**src/design/shac_pkg.sv**
```systemverilog
// Shared types, constants and round functions for the SHA-512 family hash core.
// No dependencies; shac_front, shac_back and the top level import this package.
`timescale 1ns / 1ps

package shac_pkg;

  localparam int ROUNDS      = 80;
  localparam int BLOCK_WORDS = 16;
  localparam int QUEUE_DEPTH = 4;
  localparam int QPTR_W      = $clog2(QUEUE_DEPTH);
  localparam int QCNT_W      = $clog2(QUEUE_DEPTH + 1);

  localparam logic [1:0] MODE_SHA512     = 2'd0;
  localparam logic [1:0] MODE_SHA384     = 2'd1;
  localparam logic [1:0] MODE_SHA512_256 = 2'd2;
  localparam logic [1:0] MODE_SHA512_224 = 2'd3;

  typedef enum logic [2:0] {
    ST_IDLE,
    ST_START,
    ST_ROUND,
    ST_FINISH,
    ST_PAD,
    ST_DIGEST
  } back_state_t;

  // one classified message word: bytes past nbytes already zeroed
  typedef struct packed {
    logic [63:0] word;
    logic [3:0]  nbytes;
    logic        last;
  } item_t;

  // handshake between the front queue and the back end
  typedef struct packed {
    logic valid;
    logic ready;
  } link_t;

  localparam logic [63:0] ROUND_K [ROUNDS] = '{
    64'h428a2f98d728ae22, 64'h7137449123ef65cd, 64'hb5c0fbcfec4d3b2f, 64'he9b5dba58189dbbc,
    64'h3956c25bf348b538, 64'h59f111f1b605d019, 64'h923f82a4af194f9b, 64'hab1c5ed5da6d8118,
    64'hd807aa98a3030242, 64'h12835b0145706fbe, 64'h243185be4ee4b28c, 64'h550c7dc3d5ffb4e2,
    64'h72be5d74f27b896f, 64'h80deb1fe3b1696b1, 64'h9bdc06a725c71235, 64'hc19bf174cf692694,
    64'he49b69c19ef14ad2, 64'hefbe4786384f25e3, 64'h0fc19dc68b8cd5b5, 64'h240ca1cc77ac9c65,
    64'h2de92c6f592b0275, 64'h4a7484aa6ea6e483, 64'h5cb0a9dcbd41fbd4, 64'h76f988da831153b5,
    64'h983e5152ee66dfab, 64'ha831c66d2db43210, 64'hb00327c898fb213f, 64'hbf597fc7beef0ee4,
    64'hc6e00bf33da88fc2, 64'hd5a79147930aa725, 64'h06ca6351e003826f, 64'h142929670a0e6e70,
    64'h27b70a8546d22ffc, 64'h2e1b21385c26c926, 64'h4d2c6dfc5ac42aed, 64'h53380d139d95b3df,
    64'h650a73548baf63de, 64'h766a0abb3c77b2a8, 64'h81c2c92e47edaee6, 64'h92722c851482353b,
    64'ha2bfe8a14cf10364, 64'ha81a664bbc423001, 64'hc24b8b70d0f89791, 64'hc76c51a30654be30,
    64'hd192e819d6ef5218, 64'hd69906245565a910, 64'hf40e35855771202a, 64'h106aa07032bbd1b8,
    64'h19a4c116b8d2d0c8, 64'h1e376c085141ab53, 64'h2748774cdf8eeb99, 64'h34b0bcb5e19b48a8,
    64'h391c0cb3c5c95a63, 64'h4ed8aa4ae3418acb, 64'h5b9cca4f7763e373, 64'h682e6ff3d6b2b8a3,
    64'h748f82ee5defb2fc, 64'h78a5636f43172f60, 64'h84c87814a1f0ab72, 64'h8cc702081a6439ec,
    64'h90befffa23631e28, 64'ha4506cebde82bde9, 64'hbef9a3f7b2c67915, 64'hc67178f2e372532b,
    64'hca273eceea26619c, 64'hd186b8c721c0c207, 64'heada7dd6cde0eb1e, 64'hf57d4f7fee6ed178,
    64'h06f067aa72176fba, 64'h0a637dc5a2c898a6, 64'h113f9804bef90dae, 64'h1b710b35131c471b,
    64'h28db77f523047d84, 64'h32caab7b40c72493, 64'h3c9ebe0a15c9bebc, 64'h431d67c49c100d4c,
    64'h4cc5d4becb3e42b6, 64'h597f299cfc657e2a, 64'h5fcb6fab3ad6faec, 64'h6c44198c4a475817
  };

  localparam logic [63:0] START_VALUES [4][8] = '{
    '{64'h6a09e667f3bcc908, 64'hbb67ae8584caa73b, 64'h3c6ef372fe94f82b, 64'ha54ff53a5f1d36f1,
      64'h510e527fade682d1, 64'h9b05688c2b3e6c1f, 64'h1f83d9abfb41bd6b, 64'h5be0cd19137e2179},
    '{64'hcbbb9d5dc1059ed8, 64'h629a292a367cd507, 64'h9159015a3070dd17, 64'h152fecd8f70e5939,
      64'h67332667ffc00b31, 64'h8eb44a8768581511, 64'hdb0c2e0d64f98fa7, 64'h47b5481dbefa4fa4},
    '{64'h22312194fc2bf72c, 64'h9f555fa3c84c64c2, 64'h2393b86b6f53b151, 64'h963877195940eabd,
      64'h96283ee2a88effe3, 64'hbe5e1e2553863992, 64'h2b0199fc2c85b8aa, 64'h0eb72ddc81c52ca2},
    '{64'h8c3d37c819544da2, 64'h73e1996689dcd4d6, 64'h1dfab7ae32ff9c82, 64'h679dd514582f9fcf,
      64'h0f6d2b697bd44da8, 64'h77e36f7304c48942, 64'h3f9d85a86a1d36c8, 64'h1112e6ad91d692a1}
  };

  // index of the final digest word for a mode
  function automatic logic [2:0] digest_last_idx(input logic [1:0] mode);
    logic [2:0] idx;
    unique case (mode)
      MODE_SHA512: idx = 3'd7;
      MODE_SHA384: idx = 3'd5;
      default:     idx = 3'd3;
    endcase
    return idx;
  endfunction

  function automatic logic [63:0] rotr(input logic [63:0] x, input int n);
    return (x >> n) | (x << (64 - n));
  endfunction

  function automatic logic [63:0] bsig0(input logic [63:0] x);
    return rotr(x, 28) ^ rotr(x, 34) ^ rotr(x, 39);
  endfunction

  function automatic logic [63:0] bsig1(input logic [63:0] x);
    return rotr(x, 14) ^ rotr(x, 18) ^ rotr(x, 41);
  endfunction

  function automatic logic [63:0] ssig0(input logic [63:0] x);
    return rotr(x, 1) ^ rotr(x, 8) ^ (x >> 7);
  endfunction

  function automatic logic [63:0] ssig1(input logic [63:0] x);
    return rotr(x, 19) ^ rotr(x, 61) ^ (x >> 6);
  endfunction

  function automatic logic [63:0] ch(input logic [63:0] e, input logic [63:0] f,
                                     input logic [63:0] g);
    return (e & f) ^ (~e & g);
  endfunction

  function automatic logic [63:0] maj(input logic [63:0] a, input logic [63:0] b,
                                      input logic [63:0] c);
    return (a & b) ^ (a & c) ^ (b & c);
  endfunction

endpackage

```
**src/design/shac_if.sv**
```systemverilog
// Channel interfaces of the hash core: message words in, digest words out.
// No dependencies.
`timescale 1ns / 1ps

interface shac_in_if;
  logic        valid;
  logic        ready;
  logic [63:0] message_word;
  logic [3:0]  valid_bytes;
  logic        last_word;

  modport source(output valid, message_word, valid_bytes, last_word, input ready);
  modport sink(input valid, message_word, valid_bytes, last_word, output ready);
endinterface


```
**src/design/shac_front.sv**
```systemverilog
// Front end: accepts message words, clamps the byte count, zeroes unused bytes
// and queues the result. Depends on shac_pkg and shac_if.
`timescale 1ns / 1ps

module shac_front
  import shac_pkg::*;
(
  input  logic       clk,
  input  logic       rst,
  shac_in_if.sink    msg,
  output link_t      q_link_out,
  input  logic       q_ready,
  output item_t      q_item
);

  item_t              queue [QUEUE_DEPTH];
  logic [QPTR_W-1:0]  wr_ptr;
  logic [QPTR_W-1:0]  rd_ptr;
  logic [QCNT_W-1:0]  count;
  logic [3:0]         nbytes;
  item_t              item_in;
  logic               push;
  logic               pop;

  always_comb begin
    nbytes = (msg.valid_bytes > 4'd8) ? 4'd8 : msg.valid_bytes;
    item_in.word   = msg.message_word & ~(64'hffff_ffff_ffff_ffff >> {nbytes, 3'b000});
    item_in.nbytes = nbytes;
    item_in.last   = msg.last_word;
  end

  assign msg.ready        = (count != QCNT_W'(QUEUE_DEPTH));
  assign push             = msg.valid && msg.ready;
  assign q_link_out.valid = (count != '0);
  assign q_link_out.ready = q_ready;
  assign pop              = q_link_out.valid && q_ready;
  assign q_item           = queue[rd_ptr];

  always_ff @(posedge clk) begin
    if (push) begin
      queue[wr_ptr] <= item_in;
    end
  end

  always_ff @(posedge clk) begin
    if (rst) begin
      wr_ptr <= '0;
      rd_ptr <= '0;
      count  <= '0;
    end else begin
      if (push) wr_ptr <= wr_ptr + 1'b1;
      if (pop)  rd_ptr <= rd_ptr + 1'b1;
      count <= count + QCNT_W'(push) - QCNT_W'(pop);
    end
  end

endmodule

```
**src/flat_wrapper.sv**
```systemverilog
// flat-port wrapper written by rule: the top's interface ports become plain ports
module shac_front_flat import shac_pkg::*;
  (clk, rst, q_link_out, q_ready, q_item, msg_valid, msg_message_word, msg_valid_bytes, msg_last_word, msg_ready);
  shac_in_if msg_i ();
  input  logic clk;
  input  logic rst;
  output link_t q_link_out;
  input  logic q_ready;
  output item_t q_item;
  input wire logic [$bits(msg_i.valid)-1:0] msg_valid;
  input wire logic [$bits(msg_i.message_word)-1:0] msg_message_word;
  input wire logic [$bits(msg_i.valid_bytes)-1:0] msg_valid_bytes;
  input wire logic [$bits(msg_i.last_word)-1:0] msg_last_word;
  output wire logic [$bits(msg_i.ready)-1:0] msg_ready;
  assign msg_i.valid = msg_valid;
  assign msg_i.message_word = msg_message_word;
  assign msg_i.valid_bytes = msg_valid_bytes;
  assign msg_i.last_word = msg_last_word;
  assign msg_ready = msg_i.ready;
  shac_front u_core (.clk(clk), .rst(rst), .msg(msg_i), .q_link_out(q_link_out), .q_ready(q_ready), .q_item(q_item));
endmodule
```
**config.mk**
```make
export PLATFORM = sky130hd
export DESIGN_NAME = shac_front_flat
export DESIGN_NICKNAME = d
export VERILOG_FILES = /design/src/design/shac_pkg.sv /design/src/design/shac_if.sv /design/src/design/shac_front.sv /design/src/flat_wrapper.sv
export SDC_FILE = /design/constraint.sdc
export NUM_CORES = 1
export LEC_CHECK = 0
export BUFFER_PORTS_ARGS = -buffer_cell sky130_fd_sc_hd__buf_2
export CELL_PAD_IN_SITES_DETAIL_PLACEMENT = 0
export CELL_PAD_IN_SITES_GLOBAL_PLACEMENT = 2
export CORE_MARGIN = 4
export CORE_UTILIZATION = 44
export CTS_CLUSTER_DIAMETER = 60
export DETAILED_ROUTE_END_ITERATION = 7
export PLACE_DENSITY_LB_ADDON = 0.3
export SETUP_SLACK_MARGIN = 0.02
export SLEW_MARGIN = 20
export SYNTH_ARGS = -nofsm -noshare
export SYNTH_HDL_FRONTEND = slang
export SYNTH_SLANG_ARGS = --single-unit
```
**constraint.sdc**
```tcl
create_clock -name clk -period 3.5 [get_ports clk]
set_clock_uncertainty 0.1 [all_clocks]
set_input_delay 0.525 -clock clk [delete_from_list [all_inputs] [get_ports clk]]
set_output_delay 0.525 -clock clk [all_outputs]
set_load 0.005 [all_outputs]
```
==> results_dict.tcl <==
set metrics [dict create \
    status "finished clean" \
    maxSlewViolCount 0 \
    synth.net_count 570 \
    rsz0062_at_grt "no" \
    multi_input_area_um2 2327 \
    grt_pass1_wl_mm 33.83 \
    use_met1 0.1966 \
    cts.root.buffer_cell "clkbuf_16" \
    worstMarginPinSlew_ns 0.8203 \
    use_met3 0.03713 \
    crit_path_start_kind "flop" \
    htreeDepth 1 \
    cts_setup_buffers 0 \
    r2r_start "u_core.count[1]$_SDFF_PP0_" \
    synth_cell_types 32 \
    grt_use_total 0.1577 \
    clk_pin_slew_ns 0.06 \
    ant_nets 0 \
    route.detailed.drc 0 \
    hold_ws_ns 0.1158 \
    ctsLongestPathBuffers 3 \
    endpoint_kind "output pin" \
    fp.coreArea_um2 24390 \
    cts_made_buffers 30 \
    powerDensity_nw_per_um2 710.8 \
    antenna_found_initial 1 \
    drv_cap 0 \
    fin_ws_ns 0.6507 \
    ys_seq_area_frac 0.7732 \
    num_vias 5233 \
    gr-max-usage-layer "met2" \
    yosysWarnings 0 \
    final_cell_mix "edfxtp_1, buf_2, mux4_2, nor2b_1, clkbuf_16" \
    peakVddDrop_mv 0.4216 \
    setup_viol_count_final 0 \
    finalPower_mw 9.278 \
    grt_pass1_vias 5845 \
    required_ns 2.87 \
    relSlewSlack 0.4511 \
    syn_to_final_growth_pct 19.19 \
    fp.dieArea_um2 27480 \
    grt_max_degree 50 \
    drt-total-wl_mm 21.81 \
    synthFlopType "edfxtp_1" \
    post-place-ws_ns 1.096 \
    fin_crit_sh 0.8141 \
    rows 57 \
    ctsHoldBuffers 0 \
    netlist_area_um2 10950 \
    reg2reg_slack_ns 1.20 \
    synth_edf_count 276 \
    worstSetupEndpoint "q_item[14]" \
    critPathKind "reg2out" \
    mostFrequentLayoutCell "edfxtp_1" \
    io_buffer_count 144 \
    met2_usage 0.2809 \
    clk_latency_ns 0.54 \
    r2r_end "u_core.queue[2][49]$_DFFE_PP_" \
    p_leak_nw 4.456 \
    cts_tree "built" \
    final_nets 736 \
    pin_count 145 \
    async_flop_share 0 \
    dr.pass1.iters 4 \
    place.gp.congestion 0.7001 \
    fin_crit_ns 2.849 \
    cts_resized 0 \
    drive_above_1_share 0.4021 \
    dp_hpwl_mm 13.13 \
    synthCells 490 \
    holdCritPathClass "in2reg" \
    regArea_um2 8476 \
    grt-ovfl-total 0 \
    wl_per_cell_um 21.72 \
    via_per_inst 5.212 \
    ys_ff_latch 285 \
    avgSynthCellArea_um2 22.35 \
    critPathMaxFanout 37 \
    initial_core_util 0.4490 \
    die_x_um 165.8 \
    drt_iter0_drc 277 \
    n_fill_cell 1966 \
    cts_sinks 285 \
    hold_viol 0 \
    cp.arrival_ns 2.22 \
    finalSetupTns_ns 0 \
    die_h_um 165.8 \
    fmax_mhz 351.0 \
    min_path_cells 1 \
    ff2ff_path_depth 4 \
]
==> sequential cells by signal, summed over array words and instances (netlist names), named ones only <==
signal	count
u_core.count	3
u_core.queue	276
u_core.wr_ptr	2
u_core.rd_ptr	2
==> how the worst min path moves through the flow <==
stage | endpoint | startpoint | slack [ns]
4_1_cts | u_core.queue[2][0]$_DFFE_PP_ | msg_last_word | 0.08
3_5_place_dp | flop | u_core.rd_ptr[1]$_SDFFE_PP0P_ | 0.42
6_report | u_core.queue[2][0]$_DFFE_PP_ | msg_last_word | 0.12
3_3_place_gp | u_core.wr_ptr[1]$_SDFFE_PP0P_ | u_core.wr_ptr[1]$_SDFFE_PP0P_ | 0.39
5_1_grt | u_core.queue[3][0]$_DFFE_PP_ | msg_last_word | 0.09
2_1_floorplan | u_core.wr_ptr[1]$_SDFFE_PP0P_ | u_core.wr_ptr[1]$_SDFFE_PP0P_ | 0.38
==> cells in the mapped netlist (all sizes together), types with 2 or more instances <==
| cell type | n | area [um^2] |
|---|---|---|
| and2b | 11 | 82.58 |
| clkbuf | 9 | 35.03 |
| nand2b | 2 | 12.51 |
| buf | 13 | 116.4 |
| ha | 6 | 75.07 |
| nor2b | 49 | 306.5 |
| nor2 | 10 | 37.54 |
| mux4 | 69 | 1554 |
| xor2 | 2 | 17.52 |
| and2 | 13 | 81.33 |
| inv | 5 | 18.77 |
| dfxtp | 9 | 180.2 |
| edfxtp | 276 | 8288 |
| nor3 | 2 | 10.01 |
==> cell type report <==
type	instances	share of cell area
antenna	1	0.0001917
clock buffer	47	0.06633
clock inverter	8	0.006518
inverter	5	0.001438
multi-input combinational	178	0.1783
sequential	285	0.6493
tap	324	0.03106
timing repair buffer	156	0.06690
==> stage by stage <==
stage            util  instances  area, um^2
2_1_floorplan       -        490       10950
3_3_place_gp   0.4959        948       12100
3_5_place_dp   0.4959        948       12100
4_1_cts        0.5349       1003       13050
5_1_grt        0.5351       1003       13050
6_report       0.5352       1004       13050
==> power by group <==
group | total (mW) | switching [mW] | internal, mW
logic | 1.91 | 0.914 | 0.995
registers | 4.35 | 0.171 | 4.18
clock network | 3.02 | 1.19 | 1.83
total | 9.28 | 2.27 | 7.00
==> cell families after synthesis <==
family	count (synthesis)	share of synthesized area
AND/OR/NAND/NOR	90	0.05130
XOR/XNOR	3	0.002400
buffers and inverters	27	0.01554
AO/OA/AOI/OAI	7	0.005028
adder cells (fa/ha/maj)	7	0.008683
multiplexers	71	0.1438
flip-flops	285	0.7732
==> routing by layer <==
metal / share of wire / vias to the layer above
met2: 0.51 / 149
met5: 0.00060 / -
li1: - / 2332
met1: 0.40 / 2709
met4: 0.022 / 2
met3: 0.062 / 41
==> worst max-delay path, cell delays in order, from the launching register on <==
cell and delay, ns:
dfxtp_4 0.74, buf_4 0.40, mux4_2 0.37, buf_2 0.15
(Power assumes the default switching activity.)
